[src/rtl/tdr_pkg.sv]
// ----------------------------------------------------------------------------
// tdr_pkg
// Shared types and constants for the twin diff dirty region scan.
// ----------------------------------------------------------------------------
package tdr_pkg;

	// configuration register indexes
	localparam logic REG_MERGE_THRESHOLD = 1'b0;
	localparam logic REG_BLOCK_SIZE      = 1'b1;

	// register reset values
	localparam logic [15:0] MERGE_THRESHOLD_RESET = 16'd64;
	localparam logic [31:0] BLOCK_SIZE_RESET      = 32'd1;

	// threshold forced on large blocks
	localparam logic [31:0] BIG_BLOCK_BYTES = 32'd4194304;
	localparam logic [15:0] BIG_THRESHOLD   = 16'd256;

	// bytes in one full word
	localparam logic [3:0] WORD_BYTES = 4'd8;

	// result kinds
	localparam logic KIND_REGION  = 1'b0;
	localparam logic KIND_SUMMARY = 1'b1;

	// one input item
	typedef struct packed {
		logic [63:0] working_word;
		logic [63:0] twin_word;
		logic [3:0]  valid_bytes;
		logic        last_word;
	} tdr_item_t;

	// up to three results caused by one item, in delivery order
	typedef struct packed {
		logic        close_v;
		logic        part_v;
		logic        sum_v;
		logic [31:0] close_off;
		logic [31:0] close_len;
		logic [31:0] part_off;
		logic [3:0]  part_len;
		logic [31:0] sum_total;
		logic [29:0] sum_count;
	} tdr_bundle_t;

endpackage

[src/rtl/tdr_core.sv]
// ----------------------------------------------------------------------------
// tdr_core
// Word compare and running scan state; forms the results of one item.
// ----------------------------------------------------------------------------
module tdr_core import tdr_pkg::*; #(
	parameter int OFFSET_BITS = 32
) (
	input  logic        clk,
	input  logic        arst_n,
	input  logic        advance,
	input  tdr_item_t   item,
	input  logic [15:0] merge_threshold,
	input  logic [31:0] block_size_bytes,
	output tdr_bundle_t bundle
);

	logic [28:0]            word_index_q;
	logic [OFFSET_BITS-1:0] run_start_q;
	logic [OFFSET_BITS-1:0] run_end_q;
	logic [16:0]            clean_gap_q;
	logic                   run_open_q;
	logic [31:0]            bytes_sum_q;
	logic [29:0]            regions_sum_q;

	logic [3:0]             vb_sat;
	logic                   full;
	logic                   word_diff;
	logic                   dirty_full;
	logic                   clean_full;
	logic [15:0]            thr;
	logic [31:0]            off_full;
	logic [31:0]            end_full;
	logic [28:0]            index_inc;
	logic [OFFSET_BITS-1:0] off;
	logic [OFFSET_BITS-1:0] start_u;
	logic [OFFSET_BITS-1:0] end_u;
	logic                   open_u;
	logic [16:0]            gap_inc;
	logic                   gap_over;
	logic                   close;
	logic [OFFSET_BITS-1:0] close_len;
	logic [7:0]             byte_diff;
	logic [7:0]             byte_valid;
	logic                   part_emit;
	logic [31:0]            sum_close;
	logic [31:0]            sum_next;
	logic [29:0]            count_next;

	// saturate byte count, pick the threshold
	assign vb_sat = (item.valid_bytes > WORD_BYTES) ? WORD_BYTES : item.valid_bytes;
	assign full   = (vb_sat == WORD_BYTES);
	assign thr    = (block_size_bytes > BIG_BLOCK_BYTES) ? BIG_THRESHOLD : merge_threshold;

	// word offsets
	assign index_inc = word_index_q + 29'd1;
	assign off_full  = {word_index_q, 3'b000};
	assign end_full  = {index_inc, 3'b000};
	assign off       = off_full[OFFSET_BITS-1:0];

	// full word compare
	assign word_diff  = (item.working_word != item.twin_word);
	assign dirty_full = full && word_diff;
	assign clean_full = full && !word_diff;

	// run bounds after this word
	assign start_u = (dirty_full && !run_open_q) ? off : run_start_q;
	assign end_u   = dirty_full ? end_full[OFFSET_BITS-1:0] : run_end_q;
	assign open_u  = run_open_q || dirty_full;

	// trailing clean gap
	assign gap_inc  = clean_gap_q + 17'd8;
	assign gap_over = clean_full && run_open_q && (gap_inc > {1'b0, thr});

	// run closes on a long gap, a remainder word or the end of block
	assign close     = open_u && (gap_over || !full || item.last_word);
	assign close_len = end_u - start_u;

	// per-byte compare of a remainder word
	always_comb begin
		for (int i = 0; i < 8; i++) begin
			byte_diff[i]  = (item.working_word[8*i +: 8] != item.twin_word[8*i +: 8]);
			byte_valid[i] = (4'(i) < vb_sat);
		end
	end
	assign part_emit = !full && ((byte_diff & byte_valid) != 8'd0);

	// running totals
	assign sum_close  = bytes_sum_q + (close ? 32'(close_len) : 32'd0);
	assign sum_next   = sum_close + (part_emit ? {28'd0, vb_sat} : 32'd0);
	assign count_next = regions_sum_q + {29'd0, close} + {29'd0, part_emit};

	// result bundle
	always_comb begin
		bundle.close_v   = close;
		bundle.part_v    = part_emit;
		bundle.sum_v     = item.last_word;
		bundle.close_off = 32'(start_u);
		bundle.close_len = 32'(close_len);
		bundle.part_off  = 32'(off);
		bundle.part_len  = vb_sat;
		bundle.sum_total = sum_next;
		bundle.sum_count = count_next;
	end

	// scan state
	always_ff @(posedge clk or negedge arst_n) begin
		if (!arst_n) begin
			word_index_q  <= '0;
			run_start_q   <= '0;
			run_end_q     <= '0;
			clean_gap_q   <= '0;
			run_open_q    <= 1'b0;
			bytes_sum_q   <= '0;
			regions_sum_q <= '0;
		end else if (advance) begin
			if (item.last_word) begin
				word_index_q  <= '0;
				run_start_q   <= '0;
				run_end_q     <= '0;
				clean_gap_q   <= '0;
				run_open_q    <= 1'b0;
				bytes_sum_q   <= '0;
				regions_sum_q <= '0;
			end else begin
				word_index_q  <= index_inc;
				run_start_q   <= start_u;
				run_end_q     <= end_u;
				run_open_q    <= open_u && !close;
				bytes_sum_q   <= sum_next;
				regions_sum_q <= count_next;
				if (close || dirty_full) begin
					clean_gap_q <= '0;
				end else if (clean_full && run_open_q) begin
					clean_gap_q <= gap_inc;
				end
			end
		end
	end

endmodule

[src/rtl/tdr_outq.sv]
// ----------------------------------------------------------------------------
// tdr_outq
// Result register holding the results of one item; hands them out in order.
// ----------------------------------------------------------------------------
module tdr_outq import tdr_pkg::*; (
	input  logic         clk,
	input  logic         arst_n,
	input  logic         load,
	input  tdr_bundle_t  bundle,
	output logic         can_load,
	output logic         m_tvalid,
	input  logic         m_tready,
	output logic [127:0] m_tdata,  // region_offset, region_length, total_bytes, region_count
	output logic [0:0]   m_tuser,  // result_kind
	output logic         m_tlast   // last_result
);

	logic        close_v_q;
	logic        part_v_q;
	logic        sum_v_q;
	logic [31:0] close_off_q;
	logic [31:0] close_len_q;
	logic [31:0] part_off_q;
	logic [3:0]  part_len_q;
	logic [31:0] sum_total_q;
	logic [29:0] sum_count_q;

	logic        pop;
	logic        close_v_p;
	logic        part_v_p;
	logic        sum_v_p;
	logic        kind;
	logic [31:0] o_off;
	logic [31:0] o_len;
	logic [31:0] o_total;
	logic [29:0] o_count;

	// drop the front slot when taken
	assign m_tvalid = close_v_q || part_v_q || sum_v_q;
	assign pop      = m_tvalid && m_tready;

	always_comb begin
		close_v_p = close_v_q;
		part_v_p  = part_v_q;
		sum_v_p   = sum_v_q;
		if (pop) begin
			priority if (close_v_q) begin
				close_v_p = 1'b0;
			end else if (part_v_q) begin
				part_v_p = 1'b0;
			end else begin
				sum_v_p = 1'b0;
			end
		end
	end

	assign can_load = !(close_v_p || part_v_p || sum_v_p);

	// slot valid bits
	always_ff @(posedge clk or negedge arst_n) begin
		if (!arst_n) begin
			close_v_q <= 1'b0;
			part_v_q  <= 1'b0;
			sum_v_q   <= 1'b0;
		end else if (load) begin
			close_v_q <= bundle.close_v;
			part_v_q  <= bundle.part_v;
			sum_v_q   <= bundle.sum_v;
		end else begin
			close_v_q <= close_v_p;
			part_v_q  <= part_v_p;
			sum_v_q   <= sum_v_p;
		end
	end

	// slot payloads
	always_ff @(posedge clk) begin
		if (load) begin
			close_off_q <= bundle.close_off;
			close_len_q <= bundle.close_len;
			part_off_q  <= bundle.part_off;
			part_len_q  <= bundle.part_len;
			sum_total_q <= bundle.sum_total;
			sum_count_q <= bundle.sum_count;
		end
	end

	// front slot to the output
	always_comb begin
		priority if (close_v_q) begin
			kind    = KIND_REGION;
			o_off   = close_off_q;
			o_len   = close_len_q;
			o_total = 32'd0;
			o_count = 30'd0;
		end else if (part_v_q) begin
			kind    = KIND_REGION;
			o_off   = part_off_q;
			o_len   = {28'd0, part_len_q};
			o_total = 32'd0;
			o_count = 30'd0;
		end else begin
			kind    = KIND_SUMMARY;
			o_off   = 32'd0;
			o_len   = 32'd0;
			o_total = sum_total_q;
			o_count = sum_count_q;
		end
	end

	assign m_tdata = {2'b00, o_count, o_total, o_len, o_off};
	assign m_tuser = kind;
	assign m_tlast = (kind == KIND_SUMMARY);

endmodule

[src/rtl/twin_diff_dirty_region_scan.sv]
// The first result of an item is offered from the result register, which loads it from the input register once free.
// Throughput: one item per cycle while each item causes at most one result and the receiver takes it;
//   an item causing several results holds the result register until all of them are taken.
// The result register, one slot each for a closed region, a partial region and a summary, sets the output rate.
// Reset: arst_n clears the scan state and sets merge_threshold 64, block size 1.
// ----------------------------------------------------------------------------
// twin_diff_dirty_region_scan
// Compares working and twin words and streams out dirty regions and a summary.
// ----------------------------------------------------------------------------
module twin_diff_dirty_region_scan import tdr_pkg::*; #(
	parameter int OFFSET_BITS = 32
) (
	input  logic         clk,
	input  logic         arst_n,
	input  logic         cfg_we,
	input  logic         cfg_index,
	input  logic [31:0]  cfg_wdata,
	input  logic         s_tvalid,
	output logic         s_tready,
	input  logic [135:0] s_tdata,  // working_word, twin_word, valid_bytes, zero pad
	input  logic         s_tlast,  // last_word
	output logic         m_tvalid,
	input  logic         m_tready,
	output logic [127:0] m_tdata,  // region_offset, region_length, total_bytes, region_count
	output logic [0:0]   m_tuser,  // result_kind
	output logic         m_tlast   // last_result
);

	logic [15:0] merge_threshold_q;
	logic [31:0] block_size_q;

	tdr_item_t   item_s1;
	logic        valid_s1;
	logic        advance;
	logic        can_load;
	tdr_bundle_t bundle;

	// configuration registers
	always_ff @(posedge clk or negedge arst_n) begin
		if (!arst_n) begin
			merge_threshold_q <= MERGE_THRESHOLD_RESET;
			block_size_q      <= BLOCK_SIZE_RESET;
		end else if (cfg_we) begin
			unique case (cfg_index)
				REG_MERGE_THRESHOLD: merge_threshold_q <= cfg_wdata[15:0];
				REG_BLOCK_SIZE:      block_size_q      <= cfg_wdata;
			endcase
		end
	end

	// input register
	assign advance  = valid_s1 && can_load;
	assign s_tready = !valid_s1 || advance;

	always_ff @(posedge clk or negedge arst_n) begin
		if (!arst_n) begin
			valid_s1 <= 1'b0;
		end else if (s_tready) begin
			valid_s1 <= s_tvalid;
		end
	end

	always_ff @(posedge clk) begin
		if (s_tvalid && s_tready) begin
			item_s1.working_word <= s_tdata[63:0];
			item_s1.twin_word    <= s_tdata[127:64];
			item_s1.valid_bytes  <= s_tdata[131:128];
			item_s1.last_word    <= s_tlast;
		end
	end

	// compare and scan state
	tdr_core #(
		.OFFSET_BITS(OFFSET_BITS)
	) u_core (
		.clk              (clk),
		.arst_n           (arst_n),
		.advance          (advance),
		.item             (item_s1),
		.merge_threshold  (merge_threshold_q),
		.block_size_bytes (block_size_q),
		.bundle           (bundle)
	);

	// result register and output order
	tdr_outq u_outq (
		.clk      (clk),
		.arst_n   (arst_n),
		.load     (advance),
		.bundle   (bundle),
		.can_load (can_load),
		.m_tvalid (m_tvalid),
		.m_tready (m_tready),
		.m_tdata  (m_tdata),
		.m_tuser  (m_tuser),
		.m_tlast  (m_tlast)
	);

`ifndef NO_ASSERTIONS
	// a held item is not dropped while the result register is busy
	a_hold_s1: assert property (@(posedge clk) disable iff (!arst_n)
		valid_s1 && !advance |=> valid_s1)
		else $error("input register lost a stalled item");

	// only the summary closes a scan
	a_last_kind: assert property (@(posedge clk) disable iff (!arst_n)
		m_tvalid |-> (m_tlast == (m_tuser == KIND_SUMMARY)))
		else $error("last flag and result kind disagree");

	// region records carry no totals, summaries carry no region
	a_region_fields: assert property (@(posedge clk) disable iff (!arst_n)
		m_tvalid && (m_tuser == KIND_REGION) |-> (m_tdata[127:64] == 64'd0))
		else $error("region record carries summary fields");

	a_summary_fields: assert property (@(posedge clk) disable iff (!arst_n)
		m_tvalid && (m_tuser == KIND_SUMMARY) |-> (m_tdata[63:0] == 64'd0))
		else $error("summary carries region fields");
`endif

endmodule

[config.mk]
export PLATFORM = sky130hd
export DESIGN_NAME = twin_diff_dirty_region_scan
export DESIGN_NICKNAME = d
export VERILOG_FILES = /design/src/rtl/tdr_pkg.sv /design/src/rtl/tdr_core.sv /design/src/rtl/tdr_outq.sv /design/src/rtl/twin_diff_dirty_region_scan.sv
export SDC_FILE = /design/constraint.sdc
export NUM_CORES = 1
export LEC_CHECK = 0
export BUFFER_PORTS_ARGS = -buffer_cell sky130_fd_sc_hd__buf_2
export CORE_MARGIN = 2
export CORE_UTILIZATION = 45
export DETAILED_ROUTE_END_ITERATION = 16
export PLACE_DENSITY = 0.67
export SYNTH_ARGS = -nofsm -noshare
export SYNTH_HDL_FRONTEND = slang
export SYNTH_SLANG_ARGS = --single-unit
[constraint.sdc]
create_clock -name clk -period 7.2 [get_ports clk]
set_input_delay 1.08 -clock clk [delete_from_list [all_inputs] [get_ports clk]]
set_output_delay 1.08 -clock clk [all_outputs]
set_load 0.1 [all_outputs]
### After elaboration in Yosys (flattened, before gate mapping)

Index checks and enable logic that the tools add are counted.

* bits in registers: 517
* output and inout port bits: 132
* word-level logic and storage cells: 118

* add/sub/neg operators: 7
* order comparisons: 11
* equality and inequality tests: 10
* mux-type cells: 34
* bitwise logic cells: 2
* reductions and logical operators: 31

Operators with widths (number)
* $mux 32: 11
* $mux 30: 3
* $add 32x32->32: 2
* $ne 64x64->1: 1
* $ne 8x8->1: 8
* $add 30x1->30: 2
* $mux 17: 3
* $gt 32x23->1 const B: 1
* $sub 32x32->32: 1
* $add 29x1->29 const B: 1
* $mux 29: 1
* $add 17x4->17 const B: 1
* $gt 17x16->1: 1
* $lt 3x4->1 const A: 4
* $mux 16: 1
* $mux 1: 12
* $mux 4: 3
* $logic_and 1x1->1: 11
* $logic_or 1x1->1: 9
* $and 8x8->8: 1
* $lt 1x4->1 const A: 2
* $lt 2x4->1 const A: 2
* $reduce_bool 8->1: 1
* $logic_not 1->1: 6
* other kinds (5): 7

### Longest topological paths before layout

* depth after elaboration: 13
* mapped depth: 33
* mapped depth without buffers: 30

### Cells and area by module

From an unflattened synthesis, not the netlist that was laid out.

* cell total of the unflattened synthesis: 2159
* area total of the unflattened synthesis: 25936.1 µm²

By module, submodules not included
* tdr_core: times used 1, cells an instance 1584, area an instance 13823.3 µm², seq. area each 4254.1 µm²
* tdr_outq: times used 1, cells an instance 333, area an instance 6149.6 µm², seq. area each 4939.7 µm²
* twin_diff_dirty_region_scan: times used 1, cells an instance 242, area an instance 5963.2 µm², seq. area each 5222.5 µm²

### Least setup slack after synthesis

No wires, ideal clock.

* kind: register to register
* start: register item_s1[24] (netlist bit)
* end: register u_core.bytes_sum_q[31]
* library setup time: 0.067 ns
* data arrival time: 7.177 ns
* setup slack: -0.044 ns
* stages on the path, launching flop included: 33
* path through: edfxtp_1 > xnor2_1 > nand4_1 > or4_4 > o41ai_2 > buf_4 > clkbuf_1 > clkbuf_1 > nand2_1 > ha_1 > fa_1 > nor2b_1 > o21ai_0 > a21oi_1 > o21ai_0 > a21oi_1 > a21o_1 > a21oi_1 > o21a_1 > xnor2_1 > and2_1 > ha_1 > ha_1 > and4_1 > and3_1 > o2111ai_1 > nand3_1 > a31oi_1 > o21a_1 > o311ai_0 > nand3_1 > a2111oi_2 > a311o_1

RTL lines
* start, declared: line twin_diff_dirty_region_scan.sv:32 `tdr_item_t item_s1;`
* end signal, assigned: line tdr_core.sv:129 `bytes_sum_q <= sum_next;`
* end, declared: line tdr_core.sv:22 `logic [31:0] bytes_sum_q;`

==> metrics.txt <==
most frequent cells in the layout=buf_2 (299), edfxtp_1 (292), buf_4 (273), dfrtp_1 (219), nand2_1 (202); P_int=approximately 0.0095 W; fin nets=3,035; routed vias/inst=5.28; Max clock buf depth=3; Clock power frac=0.174; CP max-delay cell=or4_4; final setup fails=0; Cells after Synth=2,225; max-slew violation count=0; Combinational Power Share=0.560; port bufs=300; Period minus WS final=roughly 7 ns; most used cell, CP=a21o_1; Synth Cell Area=around 0.026 sq mm; Starting DRT DRC Count=about 1,200; Seq cells post-synth=514; H-tree levels=2; post-place setup slack=-0.474 ns; CP Capture Type=register; Avg WL per Cell=approximately 18 um; Tcrit/Tclk final=0.977; total gr overflow=0; worst reg2reg startpoint=item_s1[42]; Pwr Total=0.0173 W; via count=roughly 19,000; pin count of the biggest net entering global routing=approximately 160; GRT Total Usage=0.206; ANT cells=0; synth unique cells=76; initial antenna violation count=0; Sw Share=0.450; core area=0.0564 sq mm; vias in the first global route=18,987; Slew @ Worst Pin=1.08 ns; hold buffer count at cts=0; maximum vdd drop=369 uV; CP Class=reg -> reg; GPL Wtd Cong=0.867; Hold Path Class=in -> async; fmax=between 0.1 and 0.15 GHz; number of synthesized flops with an enable pin=292; DIE AREA=0.0589 sq mm; asr flop ratio synth=0.432; drc violations=0; Leakage Power=between 10 and 15 nW; drt first pass iters=5; starting density of the core=0.455; CTS tree=yes; fin cells=3,548; skew final=between 0.04 and 0.05 ns; FP Rows=87; Power Dens Cells=about 520 mW/mm^2; Synth warnings=0; fin area=0.0330 sq mm; R2R depth=32; commonest non-fill, non-tap cell in the layout=buf_2; Data arrival, critical path=~7.6 ns; unrepaired setup endpoints after global routing=yes; CTS clk-pin slew, worst paths=roughly 0.06 ns; slowest stage delay, CP=0.59 ns; placed instance area=approximately 0.030 sq mm; worst setup margin=0.166 ns; crit start category=register; final WL=62,400 um; Layout area overhead=28.8%; reg-to-reg slack, setup=0.17 ns; CTS buffer count=54; antenna-violating nets left=0; root buffer cell=clkbuf_16; post-synthesis sequential area ratio=0.559; worst r2r dst=u_core.bytes_sum_q[31]; WP data required=7.73 ns; io pins=307; switching power=0.00778 W; clock sinks=514; post-DP HPWL=42,100 um; status=finished clean; top_reg_cell synth=edfxtp_1; final hold viol count=0; Die Height=243 um; layout cells sized above 1=0.324; global-route wire length before repair=98,000 um; Avg Cell Area, Syn=11.5 sq um; MaxCap Viol Count=0; worst skew pair latency=0.63 ns; Die W=243 um; placed cell count=3,408; Seq pwr share=0.266; max_slew headroom=0.277; peak fanout along the critical path=6
==> area by class of cell <==
cell class              instances  area (sq um)
repair buffers                589          3830
flip-flops and latches        514         14300
clock buffers                  66          1430
well taps                     756           946
multi-input cells            1513         11700
fillers                      4650         23400
clock inverters                33           505
inverters                      77           294
==> cells in the mapped netlist, types with 29 or more instances <==
master      n  share of area
a22o_1     93          0.032
xor2_1     75          0.026
nand2_1   206          0.030
a22oi_1    29         0.0085
edfxtp_1  292           0.34
mux2_2     57          0.025
mux2i_1    38          0.015
a21o_1     31         0.0091
nand3_1    45         0.0088
nor3_1     51          0.010
dfrtp_1   220           0.21
o21ai_0   142          0.028
and2_1    127          0.031
clkbuf_1  101          0.015
inv_1      77          0.011
nor2_1     75          0.011
a21oi_1    87          0.017
ha_1      104          0.051
xnor2_1   105          0.036
==> logic make-up (layout without fill, tap and decap cells) <==
family,Yosys count,count (layout),synth area share
XOR/XNOR,180,180,0.0615
flip-flops,514,514,0.559
adder cells (fa/ha/maj),112,112,0.0566
multiplexers,95,95,0.0399
AND/OR/NAND/NOR,641,641,0.126
buffers and inverters,200,765,0.0306
AO/OA/AOI/OAI,482,482,0.126
other,1,3,0.000146
==> repair_timing <==
| action | 4_1_cts | 5_1_grt |
|---|---|---|
| pin swaps | 22 | 79 |
| gates resized for setup | 50 | 154 |
| endpoints found under the setup margin | 14 | 22 |
| setup buffers | 15 | 26 |
| cloned | 3 | 0 |
==> power groups by stage <==
stage	registers (W)	logic, W	clock network (W)
floorplan	0.00465	0.00602	0
global placement	0.00463	0.00858	0
detailed placement	0.00465	0.00872	0
CTS	0.00460	0.00897	0.00308
global route	0.00469	0.0104	0.00319
finish	0.00461	0.00968	0.00301
==> routing by layer <==
metal / part of all wire / up-vias / global-route usage
met1: 0.39 / 9132 / 0.248
met2: 0.52 / 431 / 0.371
met4: 0.029 / 0 / 0.0594
li1: - / 9071 / -
met3: 0.054 / 117 / 0.0416
met5: 0 / - / 0
==> worst max-delay path, delay by kind of cell (launching register included) <==
family / cells / cell delay, ns
simple gates: 7 / 1.56
xor+xnor: 2 / 0.33
buf+inv: 4 / 0.61
mux: 1 / 0.27
compound gates: 15 / 2.95
fa+ha+maj: 3 / 0.81
flops: 1 / 0.41
==> worst max path at each step <==
stage,depth (start not counted),slack [ns],end,start
after floorplan,32,0.02,u_core.bytes_sum_q[31],item_s1[24]
after global placement,33,-0.34,u_core.bytes_sum_q[30],item_s1[18]
after detailed placement,33,-0.47,u_core.bytes_sum_q[30],item_s1[18]
after CTS,35,-0.005,u_core.bytes_sum_q[30],item_s1[13]
after global routing,33,-0.11,u_core.bytes_sum_q[31],item_s1[108]
final,32,0.17,u_core.bytes_sum_q[31],item_s1[42]
==> through the flow <==
step                      hold slack, ns  utilization  setup TNS [ns]
after detailed placement           0.463        0.524           -3.21
after floorplan                    0.420            -               0
after CTS                          0.432        0.566        -0.00458
after global placement             0.464        0.524           -1.73
after global routing               0.470        0.585          -0.476
final                              0.453        0.585               0
==> sequential cells by signal, summed over array words and instances (netlist names), 16 cells and up <==
signal / cells
u_outq.sum_total_q: 32
u_core.bytes_sum_q: 32
u_outq.part_off_q: 29
merge_threshold_q: 16
u_outq.close_off_q: 32
u_core.regions_sum_q: 30
u_outq.close_len_q: 32
u_outq.sum_count_q: 30
item_s1: 133
u_core.word_index_q: 29
u_core.run_end_q: 32
u_core.run_start_q: 32
block_size_q: 32
No activity file was read; power rests on OpenSTA's default activity.
